## config.mk

```make
export PLATFORM = sky130hd
export DESIGN_NAME = edge_padded_boxcar_average_core
export DESIGN_NICKNAME = d
export VERILOG_FILES = /design/src/rtl/epba_pkg.sv /design/src/rtl/epba_front.sv /design/src/rtl/epba_window.sv /design/src/rtl/epba_divider.sv /design/src/rtl/edge_padded_boxcar_average_core.sv
export SDC_FILE = /design/constraint.sdc
export NUM_CORES = 2
export LEC_CHECK = 0
export BUFFER_PORTS_ARGS = -buffer_cell sky130_fd_sc_hd__buf_2
export CAP_MARGIN = 20
export CORE_MARGIN = 1.5
export CORE_UTILIZATION = 45
export CTS_CLUSTER_SIZE = 10
export DETAILED_ROUTE_END_ITERATION = 12
export SETUP_SLACK_MARGIN = 0.1
export SLEW_MARGIN = 20
export SYNTH_ARGS = -nofsm -noshare
export SYNTH_HDL_FRONTEND = slang
export SYNTH_SLANG_ARGS = --single-unit
```

## constraint.sdc

```tcl
create_clock -name clk -period 29.4 [get_ports clk]
set_input_delay 1.47 -clock clk [delete_from_list [all_inputs] [get_ports clk]]
set_output_delay 1.47 -clock clk [all_outputs]
set_load 0.01 [all_outputs]
```

## src/rtl/epba_pkg.sv

```systemverilog
// ----------------------------------------------------------------------------
// epba_pkg
// shared constants and types of the edge padded boxcar average core
// ----------------------------------------------------------------------------
package epba_pkg;

  // width and reset value of the window length register
  localparam int CFG_W = 7;
  localparam logic [CFG_W-1:0] WINDOW_RESET = 7'd8;

  // entries of the queue between the front and the back end
  localparam int QUEUE_DEPTH = 4;

  // classification of one accepted sample
  typedef struct packed {
    logic first;
    logic last;
  } item_flags_t;

  // control of one window sum handed to the divider
  typedef struct packed {
    logic valid;
    logic last;
  } step_ctl_t;

endpackage

```

## src/rtl/epba_front.sv

```systemverilog
// ----------------------------------------------------------------------------
// epba_front
// accepts samples, marks record starts, latches the window and queues items
// ----------------------------------------------------------------------------
module epba_front #(
  parameter int MAX_WINDOW  = 64,
  parameter int SAMPLE_BITS = 16
) (
  input  logic                                   clk,
  input  logic                                   rst_n,
  input  logic                                   push,
  input  logic signed [SAMPLE_BITS-1:0]          sample_value,
  input  logic                                   record_end,
  input  logic [epba_pkg::CFG_W-1:0]             window_length,
  output logic                                   full,
  input  logic                                   q_pop,
  output logic                                   q_valid,
  output logic signed [SAMPLE_BITS-1:0]          q_sample,
  output epba_pkg::item_flags_t                  q_flags,
  output logic [$clog2(MAX_WINDOW+1)-1:0]        q_len
);

  localparam int LW  = $clog2(MAX_WINDOW + 1);
  localparam int CW  = (LW > epba_pkg::CFG_W) ? LW : epba_pkg::CFG_W;
  localparam int QAW = $clog2(epba_pkg::QUEUE_DEPTH);
  localparam int QCW = $clog2(epba_pkg::QUEUE_DEPTH + 1);

  logic signed [SAMPLE_BITS-1:0] x_q   [epba_pkg::QUEUE_DEPTH];
  epba_pkg::item_flags_t         f_q   [epba_pkg::QUEUE_DEPTH];
  logic [LW-1:0]                 len_q [epba_pkg::QUEUE_DEPTH];

  logic [QAW-1:0] wr_ptr_r, wr_ptr_nxt;
  logic [QAW-1:0] rd_ptr_r, rd_ptr_nxt;
  logic [QCW-1:0] count_r, count_nxt;
  logic           first_pending_r, first_pending_nxt;
  logic           push_ok;
  logic [CW-1:0]  wl_ext;
  logic [CW-1:0]  len_clamp;
  epba_pkg::item_flags_t flags_in;

  assign full    = (count_r == QCW'(epba_pkg::QUEUE_DEPTH));
  assign push_ok = push && !full;
  assign q_valid = (count_r != '0);

  // zero acts as one, anything past the store depth as the depth
  always_comb begin
    wl_ext = CW'(window_length);
    if (wl_ext == '0) begin
      len_clamp = CW'(1);
    end else if (wl_ext > CW'(MAX_WINDOW)) begin
      len_clamp = CW'(MAX_WINDOW);
    end else begin
      len_clamp = wl_ext;
    end
  end

  assign flags_in.first = first_pending_r;
  assign flags_in.last  = record_end;

  always_comb begin
    wr_ptr_nxt        = push_ok ? QAW'(wr_ptr_r + 1'b1) : wr_ptr_r;
    rd_ptr_nxt        = q_pop ? QAW'(rd_ptr_r + 1'b1) : rd_ptr_r;
    first_pending_nxt = push_ok ? record_end : first_pending_r;
    unique case ({push_ok, q_pop})
      2'b10:   count_nxt = QCW'(count_r + 1'b1);
      2'b01:   count_nxt = QCW'(count_r - 1'b1);
      default: count_nxt = count_r;
    endcase
  end

  always_ff @(posedge clk) begin
    if (!rst_n) begin
      wr_ptr_r        <= '0;
      rd_ptr_r        <= '0;
      count_r         <= '0;
      first_pending_r <= 1'b1;
    end else begin
      wr_ptr_r        <= wr_ptr_nxt;
      rd_ptr_r        <= rd_ptr_nxt;
      count_r         <= count_nxt;
      first_pending_r <= first_pending_nxt;
    end
  end

  always_ff @(posedge clk) begin
    if (push_ok) begin
      x_q[wr_ptr_r]   <= sample_value;
      f_q[wr_ptr_r]   <= flags_in;
      len_q[wr_ptr_r] <= LW'(len_clamp);
    end
  end

  assign q_sample = x_q[rd_ptr_r];
  assign q_flags  = f_q[rd_ptr_r];
  assign q_len    = len_q[rd_ptr_r];

endmodule

```

## src/rtl/epba_window.sv

```systemverilog
// ----------------------------------------------------------------------------
// epba_window
// back end sequencer, sample ring and running window sum
// ----------------------------------------------------------------------------
module epba_window #(
  parameter int MAX_WINDOW  = 64,
  parameter int SAMPLE_BITS = 16
) (
  input  logic                                                clk,
  input  logic                                                rst_n,
  input  logic                                                adv,
  input  logic                                                q_valid,
  input  logic signed [SAMPLE_BITS-1:0]                       q_sample,
  input  epba_pkg::item_flags_t                               q_flags,
  input  logic [$clog2(MAX_WINDOW+1)-1:0]                     q_len,
  output logic                                                q_pop,
  output epba_pkg::step_ctl_t                                 sum_ctl,
  output logic [$clog2(MAX_WINDOW+1)-1:0]                     sum_len,
  output logic signed [SAMPLE_BITS+$clog2(MAX_WINDOW+1)-1:0]  sum_value
);

  localparam int LW    = $clog2(MAX_WINDOW + 1);
  localparam int AW    = $clog2(MAX_WINDOW);
  localparam int CNTW  = $clog2(MAX_WINDOW + 2);
  localparam int SUM_W = SAMPLE_BITS + LW;

  logic signed [SAMPLE_BITS-1:0] ring_mem [MAX_WINDOW];

  // sequencer and record state
  logic [LW-1:0]                 rep_r;
  logic [LW-1:0]                 len_r;
  logic signed [SAMPLE_BITS-1:0] first_r;
  logic [CNTW-1:0]               cnt_r;
  logic [AW-1:0]                 pos_r;

  // issue stage
  logic                          a_valid_r;
  logic signed [SAMPLE_BITS-1:0] a_x_r;
  logic signed [SAMPLE_BITS-1:0] a_firstval_r;
  logic [LW-1:0]                 a_len_r;
  logic                          a_first_r;
  logic                          a_leave_first_r;
  logic                          a_emit_r;
  logic                          a_last_r;
  logic signed [SAMPLE_BITS-1:0] rd_r;

  // sum stage
  epba_pkg::step_ctl_t           b_ctl_r;
  logic [LW-1:0]                 b_len_r;
  logic signed [SUM_W-1:0]       sum_r;

  logic                          fire, is_first, done, step_last;
  logic [LW-1:0]                 len_cur, dly;
  logic [CNTW-1:0]               cnt_new;
  logic                          leave_first, emit;
  logic signed [SAMPLE_BITS-1:0] first_cur, leave;
  logic [LW-1:0]                 pos_ext;
  logic [AW-1:0]                 rd_addr, pos_nxt;
  logic signed [SUM_W-1:0]       prod, sum_nxt;

  always_comb begin
    is_first  = q_flags.first && (rep_r == '0);
    len_cur   = is_first ? q_len : len_r;
    dly       = LW'(len_cur - 1'b1 - (len_cur >> 1));
    step_last = q_flags.last && (rep_r == dly);
    done      = !q_flags.last || step_last;
    fire      = adv && q_valid;
    q_pop     = fire && done;

    if (is_first) begin
      cnt_new = CNTW'(1);
    end else if (cnt_r == CNTW'(MAX_WINDOW + 1)) begin
      cnt_new = cnt_r;
    end else begin
      cnt_new = CNTW'(cnt_r + 1'b1);
    end
    // leaving sample lies before the record start
    leave_first = (cnt_new <= CNTW'(len_cur));
    emit        = (cnt_new > CNTW'(dly));
    first_cur   = is_first ? q_sample : first_r;

    pos_ext = LW'(pos_r);
    if (pos_ext >= len_cur) begin
      rd_addr = AW'(pos_ext - len_cur);
    end else begin
      rd_addr = AW'(pos_ext + LW'(MAX_WINDOW) - len_cur);
    end
    pos_nxt = (pos_r == AW'(MAX_WINDOW - 1)) ? '0 : AW'(pos_r + 1'b1);
  end

  always_ff @(posedge clk) begin
    if (!rst_n) begin
      rep_r     <= '0;
      pos_r     <= '0;
      a_valid_r <= 1'b0;
      b_ctl_r   <= '0;
    end else if (adv) begin
      a_valid_r     <= q_valid;
      b_ctl_r.valid <= a_valid_r && a_emit_r;
      b_ctl_r.last  <= a_last_r;
      if (fire) begin
        rep_r <= done ? '0 : LW'(rep_r + 1'b1);
        pos_r <= pos_nxt;
      end
    end
  end

  always_ff @(posedge clk) begin
    if (fire) begin
      len_r           <= len_cur;
      first_r         <= first_cur;
      cnt_r           <= cnt_new;
      a_x_r           <= q_sample;
      a_firstval_r    <= first_cur;
      a_len_r         <= len_cur;
      a_first_r       <= is_first;
      a_leave_first_r <= leave_first;
      a_emit_r        <= emit;
      a_last_r        <= step_last;
      rd_r            <= ring_mem[rd_addr];
      ring_mem[pos_r] <= q_sample;
    end
  end

  always_comb begin
    leave   = a_leave_first_r ? a_firstval_r : rd_r;
    prod    = SUM_W'(a_x_r) * SUM_W'($signed({1'b0, a_len_r}));
    sum_nxt = a_first_r ? prod : SUM_W'(sum_r + SUM_W'(a_x_r) - SUM_W'(leave));
  end

  always_ff @(posedge clk) begin
    if (adv && a_valid_r) begin
      sum_r   <= sum_nxt;
      b_len_r <= a_len_r;
    end
  end

  assign sum_ctl   = b_ctl_r;
  assign sum_len   = b_len_r;
  assign sum_value = sum_r;

endmodule

```

## src/rtl/epba_divider.sv

```systemverilog
// ----------------------------------------------------------------------------
// epba_divider
// pipelined floor division of the scaled sum by the window, one bit a stage
// ----------------------------------------------------------------------------
module epba_divider #(
  parameter int MAX_WINDOW    = 64,
  parameter int SAMPLE_BITS   = 16,
  parameter int FRACTION_BITS = 6
) (
  input  logic                                                clk,
  input  logic                                                rst_n,
  input  epba_pkg::step_ctl_t                                 sum_ctl,
  input  logic [$clog2(MAX_WINDOW+1)-1:0]                     sum_len,
  input  logic signed [SAMPLE_BITS+$clog2(MAX_WINDOW+1)-1:0]  sum_value,
  input  logic                                                out_pop,
  output logic                                                adv,
  output logic                                                out_empty,
  output logic signed [SAMPLE_BITS+FRACTION_BITS-1:0]         out_average_value,
  output logic                                                out_output_last
);

  localparam int LW    = $clog2(MAX_WINDOW + 1);
  localparam int SUM_W = SAMPLE_BITS + LW;
  localparam int NUM_W = SUM_W + FRACTION_BITS;
  localparam int UW    = NUM_W - 1;
  localparam int QW    = SAMPLE_BITS + FRACTION_BITS - 1;

  logic [LW-1:0] rem_r   [QW+1];
  logic [QW-1:0] quo_r   [QW+1];
  logic [LW-1:0] len_r   [QW+1];
  logic          neg_r   [QW+1];
  logic          last_r  [QW+1];
  logic          valid_r [QW+1];

  logic signed [NUM_W-1:0] num;
  logic [NUM_W-1:0]        mag;
  logic                    neg;

  // floor(n/L) for negative n is ~((~n)/L)
  always_comb begin
    num = NUM_W'(sum_value) <<< FRACTION_BITS;
    neg = sum_value[SUM_W-1];
    mag = neg ? ~num : num;
  end

  assign adv = !valid_r[QW] || out_pop;

  always_ff @(posedge clk) begin
    if (!rst_n) begin
      for (int k = 0; k <= QW; k++) begin
        valid_r[k] <= 1'b0;
      end
    end else if (adv) begin
      valid_r[0] <= sum_ctl.valid;
      for (int k = 0; k < QW; k++) begin
        valid_r[k+1] <= valid_r[k];
      end
    end
  end

  always_ff @(posedge clk) begin
    if (adv) begin
      rem_r[0]  <= mag[UW-1:QW];
      quo_r[0]  <= mag[QW-1:0];
      len_r[0]  <= sum_len;
      neg_r[0]  <= neg;
      last_r[0] <= sum_ctl.last;
    end
  end

  for (genvar g = 0; g < QW; g++) begin : g_stage
    logic [LW:0] trial;
    logic        ge;

    always_comb begin
      trial = {rem_r[g], quo_r[g][QW-1]};
      ge    = (trial >= {1'b0, len_r[g]});
    end

    always_ff @(posedge clk) begin
      if (adv) begin
        rem_r[g+1]  <= ge ? LW'(trial - {1'b0, len_r[g]}) : LW'(trial);
        quo_r[g+1]  <= {quo_r[g][QW-2:0], ge};
        len_r[g+1]  <= len_r[g];
        neg_r[g+1]  <= neg_r[g];
        last_r[g+1] <= last_r[g];
      end
    end
  end

  assign out_empty         = !valid_r[QW];
  assign out_average_value = neg_r[QW] ? ~{1'b0, quo_r[QW]} : {1'b0, quo_r[QW]};
  assign out_output_last   = last_r[QW];

endmodule

```

## src/rtl/edge_padded_boxcar_average_core.sv

```systemverilog
// ----------------------------------------------------------------------------
// edge_padded_boxcar_average_core: centered boxcar average, edge replicated
// result path: front queue, issue stage, sum stage, divider stages, result register
// throughput one window step a cycle when not stalled; a record-end sample takes D+1 steps,
// D = L-1-floor(L/2), set by the back-end sequencer; divider is fully piped
// synchronous active-low reset clears control only; sample ring undefined
// ----------------------------------------------------------------------------
module edge_padded_boxcar_average_core #(
  parameter int MAX_WINDOW    = 64,
  parameter int SAMPLE_BITS   = 16,
  parameter int FRACTION_BITS = 6
) (
  input  logic                                        clk,
  input  logic                                        rst_n,
  // sample channel
  input  logic                                        in_push,
  output logic                                        in_full,
  input  logic signed [SAMPLE_BITS-1:0]               in_sample_value,
  input  logic                                        in_record_end,
  // result channel
  output logic                                        out_empty,
  input  logic                                        out_pop,
  output logic signed [SAMPLE_BITS+FRACTION_BITS-1:0] out_average_value,
  output logic                                        out_output_last,
  // window length register
  input  logic                                        cfg_valid,
  output logic                                        cfg_ready,
  input  logic [epba_pkg::CFG_W-1:0]                  cfg_window_length
);

  localparam int LW    = $clog2(MAX_WINDOW + 1);
  localparam int SUM_W = SAMPLE_BITS + LW;

  // window length register, always ready for a transfer
  logic [epba_pkg::CFG_W-1:0] window_length_r;

  // front to back queue head
  logic                          q_valid;
  logic                          q_pop;
  logic signed [SAMPLE_BITS-1:0] q_sample;
  epba_pkg::item_flags_t         q_flags;
  logic [LW-1:0]                 q_len;

  // window sum to divider
  epba_pkg::step_ctl_t           sum_ctl;
  logic [LW-1:0]                 sum_len;
  logic signed [SUM_W-1:0]       sum_value;

  // whole back end moves together while the result register can take data
  logic                          adv;

  assign cfg_ready = 1'b1;

  always_ff @(posedge clk) begin
    if (!rst_n) begin
      window_length_r <= epba_pkg::WINDOW_RESET;
    end else if (cfg_valid && cfg_ready) begin
      window_length_r <= cfg_window_length;
    end
  end

  // front: tags the first sample of each record, clamps the window
  // length and parks items in a short queue; input waits only once it is full
  epba_front #(
    .MAX_WINDOW  (MAX_WINDOW),
    .SAMPLE_BITS (SAMPLE_BITS)
  ) u_front (
    .clk           (clk),
    .rst_n         (rst_n),
    .push          (in_push),
    .sample_value  (in_sample_value),
    .record_end    (in_record_end),
    .window_length (window_length_r),
    .full          (in_full),
    .q_pop         (q_pop),
    .q_valid       (q_valid),
    .q_sample      (q_sample),
    .q_flags       (q_flags),
    .q_len         (q_len)
  );

  // back end, part one: one window step a cycle while the back end advances; a record
  // end is replayed as copies of the last sample until every pending average is out.
  // the sum slides by adding the newest sample and dropping the one L back,
  // with the first sample standing in for indices before the record
  epba_window #(
    .MAX_WINDOW  (MAX_WINDOW),
    .SAMPLE_BITS (SAMPLE_BITS)
  ) u_window (
    .clk       (clk),
    .rst_n     (rst_n),
    .adv       (adv),
    .q_valid   (q_valid),
    .q_sample  (q_sample),
    .q_flags   (q_flags),
    .q_len     (q_len),
    .q_pop     (q_pop),
    .sum_ctl   (sum_ctl),
    .sum_len   (sum_len),
    .sum_value (sum_value)
  );

  // back end, part two: floor(sum * 2^FRACTION_BITS / L), one quotient bit
  // per stage; its last stage is the result register
  epba_divider #(
    .MAX_WINDOW    (MAX_WINDOW),
    .SAMPLE_BITS   (SAMPLE_BITS),
    .FRACTION_BITS (FRACTION_BITS)
  ) u_divider (
    .clk               (clk),
    .rst_n             (rst_n),
    .sum_ctl           (sum_ctl),
    .sum_len           (sum_len),
    .sum_value         (sum_value),
    .out_pop           (out_pop),
    .adv               (adv),
    .out_empty         (out_empty),
    .out_average_value (out_average_value),
    .out_output_last   (out_output_last)
  );

endmodule

```

-- Yosys cells after proc, flatten, opt, wreduce, memory -nomap -nowiden
Memories as Yosys holds them, arrays and structs flattened. A register that Yosys moved wholly into a read port is not among the register bits.
Cells that the tools add are included.
- equal/unequal tests: 6
- magnitude comparators: 25
- bitwise logic cells: 24
- $add $sub $neg: 35
- mux-type cells: 71
- reduce and logical (&&, ||, !) cells: 18
- multiply operators: 1
- operators with widths (cell ; count):
    2-to-1 mux 7 bit ; 27
    greater-or-equal comparator 8 x 7 -> 1 bit ; 21
    subtractor 7 bit ; 21
    2-to-1 mux 1 bit ; 31
    2-to-1 mux 28 bit ; 1
    NOT 28 bit ; 1
    adder 23 x 16 -> 23 bit ; 1
    multiplier 16 x 8 -> 23 bit ; 1
    2-to-1 mux 23 bit ; 1
    subtractor 23 x 16 -> 23 bit ; 1
    2-to-1 mux 22 bit ; 1
    NOT 21 -> 22 bit ; 1
    bitwise OR 1 bit ; 22
    2-to-1 mux 16 bit ; 1
    adder 7 x 1 -> 7 bit, second input constant ; 2
    logical NOT 7 bit ; 2
    adder 6 x 1 -> 6 bit, second input constant ; 2
    2-to-1 mux 2 bit ; 6
    2-to-1 mux 6 bit ; 2
    subtractor 6 bit ; 2
    == test 7 bit ; 1
    == test 7 bit, second input constant ; 1
    greater-or-equal comparator 6 x 7 -> 1 bit ; 1
    greater-than comparator 7 bit ; 1
    other kinds (18) ; 29
- register bits after elaboration: 111
- memories kept: 10
- logic and storage cells: 210
- RAM bits: 1960
- input port bits: 29
- memory list (memory ; words ; width ; read ports ; clocked after Yosys merged registers in ; wr ports ; line ; source):
    u_window.ring_mem ; 64 ; 16 ; 1 ; 1 ; 1 ; epba_window.sv:27 ; logic signed [SAMPLE_BITS-1:0] ring_mem [MAX_WINDOW];
    u_divider.quo_r ; 22 ; 21 ; 22 ; 0 ; 22 ; epba_divider.sv:29 ; logic [QW-1:0] quo_r [QW+1];
    u_divider.len_r ; 22 ; 7 ; 21 ; 0 ; 22 ; epba_divider.sv:30 ; logic [LW-1:0] len_r [QW+1];
    u_divider.rem_r ; 22 ; 7 ; 21 ; 0 ; 22 ; epba_divider.sv:28 ; logic [LW-1:0] rem_r [QW+1];
    u_front.x_q ; 4 ; 16 ; 1 ; 1 ; 1 ; epba_front.sv:28 ; logic signed [SAMPLE_BITS-1:0] x_q [epba_pkg::QUEUE_DEPTH];
    u_front.len_q ; 4 ; 7 ; 1 ; 1 ; 1 ; epba_front.sv:30 ; logic [LW-1:0] len_q [epba_pkg::QUEUE_DEPTH];
    4 more memories ; -- ; -- ; -- ; -- ; -- ; -- ;

-- Longest topological paths before layout
- depth after elaboration: 11
- depth in mapped cells: 24
- depth with buffers taken out: 23

-- By module
Synthesis repeated with hierarchy kept, for this count alone.
- cell total of the unflattened synthesis: 4911
- area, all modules: 85914.9 um^2
- modules (own cells, without submodules) (module ; sequential area each (um^2) ; area an instance (um^2) ; instances ; cells each):
    epba_window ; 33952.6 ; 50245.7 ; 1 ; 2695
    epba_divider ; 21340.5 ; 31183.7 ; 1 ; 1997
    epba_front ; 3203.1 ; 4211.5 ; 1 ; 195
    edge_padded_boxcar_average_core ; 140.1 ; 274.0 ; 1 ; 24

-- Least setup slack after synthesis
OpenSTA, ideal clock, no wires.
- path type: input-to-reg
- start: input port out_pop
- end: register u_window.b_len_r[0] (netlist: u_window.sum_len[0]) (enable)
- cell stages on the path: 4
- buffers on the path: 1
- arrival time: 22587 ps
- setup slack: 6423 ps
- cells stage by stage: nor2_1 -> inv_1 -> clkbuf_1 -> and2_1
- word-level cells in the longest chain between the ends: 2
- ends and longest elaborated chain (element ; line ; source):
    from (decl) ; edge_padded_boxcar_average_core.sv:22 ; input logic out_pop,
    logical OR 1 bit ; epba_divider.sv:46 ; assign adv = !valid_r[QW] || out_pop;
    net adv ; edge_padded_boxcar_average_core.sv:50 ; logic adv;
    logical AND 1 bit ; epba_window.sv:132 ; if (adv && a_valid_r) begin
    to (signal assigned) ; epba_window.sv:134 ; b_len_r <= a_len_r;
    to (decl) ; epba_window.sv:49 ; logic [LW-1:0] b_len_r;
The timed path passes the listed nets, and every way through them passes these cells.
A chain may end at the register's enable or synchronous reset.

==> results.md <==
- Crit path arrival time: 7830 ps
- DP Worst Slack: 21550 ps
- Critical path peak fanout: 52
- Die footprint: 188000 um2
- RSZ-0062 raised after global routing: false
- HP Start: u_divider.neg_r[0][2]
- CTS Sinks: 1964
- Clock Skews: 39.5 ps
- Routed wl met3: 9.57 mm
- IO Pins: 55
- Final wirelength: 167 mm
- Final Critical Period: 7250 ps
- Clock root buffer: clkbuf_16
- Worst min-delay path category: register to register
- Worst Path Class, Setup: register to register
- Initial core utilization: 45.5%
- Initial antenna violation count: 7
- Top sig layer: met5
- Worst hold endpoint: u_divider.quo_r[0][71]
- Crit end category: register
- Ys flop type: edfxtp_1
- Share of cells above drive strength 1: 15.5%
- DR pass1 iterations: 5
- Layout area overhead: 11.5%
- CTS tree: built
- Vias in the first global route: 41707
- Worst Reg2Reg Path Length in Cells: 13
- Post-layout nets: 5424
- Die width: 434 um
- Number of synthesized flops with an enable pin: 1914
- Congestion Overflow GR: 0
- CTS H-tree depth: 4
- Gpl congestion: 0.797
- Largest net degree at the start of global routing: 118
- DP HPWL: 97.8 mm
- Global Route Usage Sum: 18.0%
- Clock Pin Slew Worst Setup and Hold Paths: 60 ps
- Vias: 40600
- ANT nets after route: 0
- Slack of the critical path: 22150 ps
- First-pass GRT wire length: 253 mm
- Num CTS Buffers: 218
- DR WL met2: 79.9 mm
- Die H: 434 um
- Layout Cells excl Fill: 7552
- Iteration-0 DRC Markers: 3486
- PortBufs: 53
- # hold bufs at CTS: 0
- Library cells used by synthesis: 71
- Seq cells post-synth: 1964
- Async set-reset flop share out of synthesis: 0%
- DRC viols: 0
- R2R Path End: u_window.rd_r[8]
- Share of the yosys chip area belonging to registers: 70.0%
- Crit share post-route: 24.6%
- Setup slack, reg-to-reg: 22150 ps
- Postcts setup bufs: 0
- Drt wl/cell: 22.1 um
- CTS Buffer Depth: 3
- Setup TNS: 0 ps
- Max Slew Vio Count: 0
- Worst-Skew Late Latency: 850 ps
- Max Clock Freq: 0.138 GHz
- Placed Instances: 7261
- WHS Path Cells: 0
- Post-Syn Nets: 5207
- Core area: 184000 um2
- Setup violators final: 0
- Max-cap violations: 0
- Mapped Avg Cell Area: 17.4 um2
- Status: finished clean
- DRT met1 WL: 73.6 mm
- Resize count post-CTS: 0
- Slew HR: 24.3%
- Synth Cell Area: 83600 um2
- Worst path required time: 29980 ps
- Final Hold Viols: 0
- Synth warn: 0
- Worst-Margin Slew: 1130 ps
- Critical path launch point type: register
- Row count: 157
- Final hold slack: 403 ps
- Syn Inst Count: 4800
- Vias per cell: 5.38
-- metrics by stage --
step | util [%] | cell area (um2)
after floorplan | - | 83600
after global placement | 47.4 | 87100
after detailed placement | 47.4 | 87100
after CTS | 50.7 | 93200
after global routing | 50.7 | 93200
final | 50.7 | 93200
-- cells in the final DEF, fill, tap and decap left out, drive strengths merged, types with 7 or more instances in the layout --
cell and count:
nand4 27, o21ai 234, xor2 111, nand2 218, mux2i 95, o31ai 24
dfxtp 50, ha 251, nor2 169, edfxtp 1914, mux2 15, or4 21
a21boi 29, or3 9, nand2b 49, nand3 48, buf 152, nor2b 82
mux4 342, a21oi 60, o21a 9, clkbuf 268, xnor2 65, a21o 40
a211oi 7, fa 127, nor3 16, inv 444, and2 117, o211a 21
clkinv 15
-- Yosys cell counts, drive strengths merged (24+ instances only) --
cell type	instances	share of area, %
a21boi	29	0.26
a21o	40	0.36
a21oi	60	0.36
and2	117	0.88
buf	28	0.21
clkbuf	124	0.56
dfxtp	50	1.2
edfxtp	1914	69
fa	127	3.0
ha	251	3.8
inv	439	2.0
mux2i	95	1.1
mux4	342	9.2
nand2	218	0.98
nand2b	49	0.37
nand3	48	0.29
nand4	27	0.20
nor2	169	0.76
nor2b	82	0.61
o21ai	234	1.4
o31ai	24	0.22
xnor2	65	0.69
xor2	111	1.2
-- worst max-delay path by stage --
stage,start,to,slack [ps]
2_1_floorplan,out_pop,u_window.sum_len[0],6420
3_3_place_gp,register,u_window.rd_r[8],21630
3_5_place_dp,register,u_window.rd_r[8],21550
4_1_cts,register,u_window.rd_r[8],21540
5_1_grt,register,u_window.rd_r[8],21440
6_report,register,u_window.rd_r[8],22150
-- kinds of logic (layout without fill, tap and decap cells) --
| family | Yosys count | in the layout | share of synthesized area [%] |
|---|---|---|---|
| AOI/OAI and AO/OA | 453 | 453 | 3.27 |
| DFF | 1964 | 1964 | 70.0 |
| muxes | 452 | 452 | 10.6 |
| adders and majority gates | 381 | 381 | 6.84 |
| and+or+nand+nor | 776 | 776 | 4.63 |
| xor gates and xnor gates | 179 | 179 | 1.93 |
| buffers and inverters | 594 | 880 | 2.77 |
| other | 1 | 3 | 0.00449 |
-- flip-flops by register name (all words and copies together) (netlist names), 22 cells and up, named ones only --
| signal | flops |
|---|---|
| u_divider.valid_r | 22 |
| u_window.ring_mem | 1024 |
| u_front.len_q | 28 |
| u_divider.quo_r | 356 |
| u_divider.last_r | 22 |
| u_divider.rem_r | 147 |
| u_window.sum_value | 23 |
| u_front.x_q | 64 |
| u_divider.len_r | 147 |
-- final cells by class --
cell class	instances	area, um2
fillers	14872	90500
flip-flops and latches	1964	58500
multi-input cells	2242	22900
clock buffers	268	5690
well taps	2464	3080
inverters	439	1660
repair buffers	152	1020
clock inverters	21	337
diodes	2	5.00
-- per-layer routing --
| layer | vias to the layer above | track usage, % |
|---|---|---|
| li1 | 18481 | - |
| met1 | 20861 | 24.6 |
| met2 | 986 | 29.4 |
| met3 | 266 | 3.49 |
| met4 | 6 | 5.10 |
| met5 | - | 0 |
-- worst max-delay path: stages, from the launching register on --
cell and delay [ps]:
dfxtp_2 930, mux4_2 670, nand3_2 180, inv_2 190, nand2_1 120, nand2_1 170
ha_4 780, buf_4 810, buf_4 880, buf_6 700, mux4_2 610, mux4_2 480
mux2i_1 250, mux2i_1 120
Power is not shown: default switching activity piles up to over one toggle a cycle in this logic, so the estimate is an artifact.
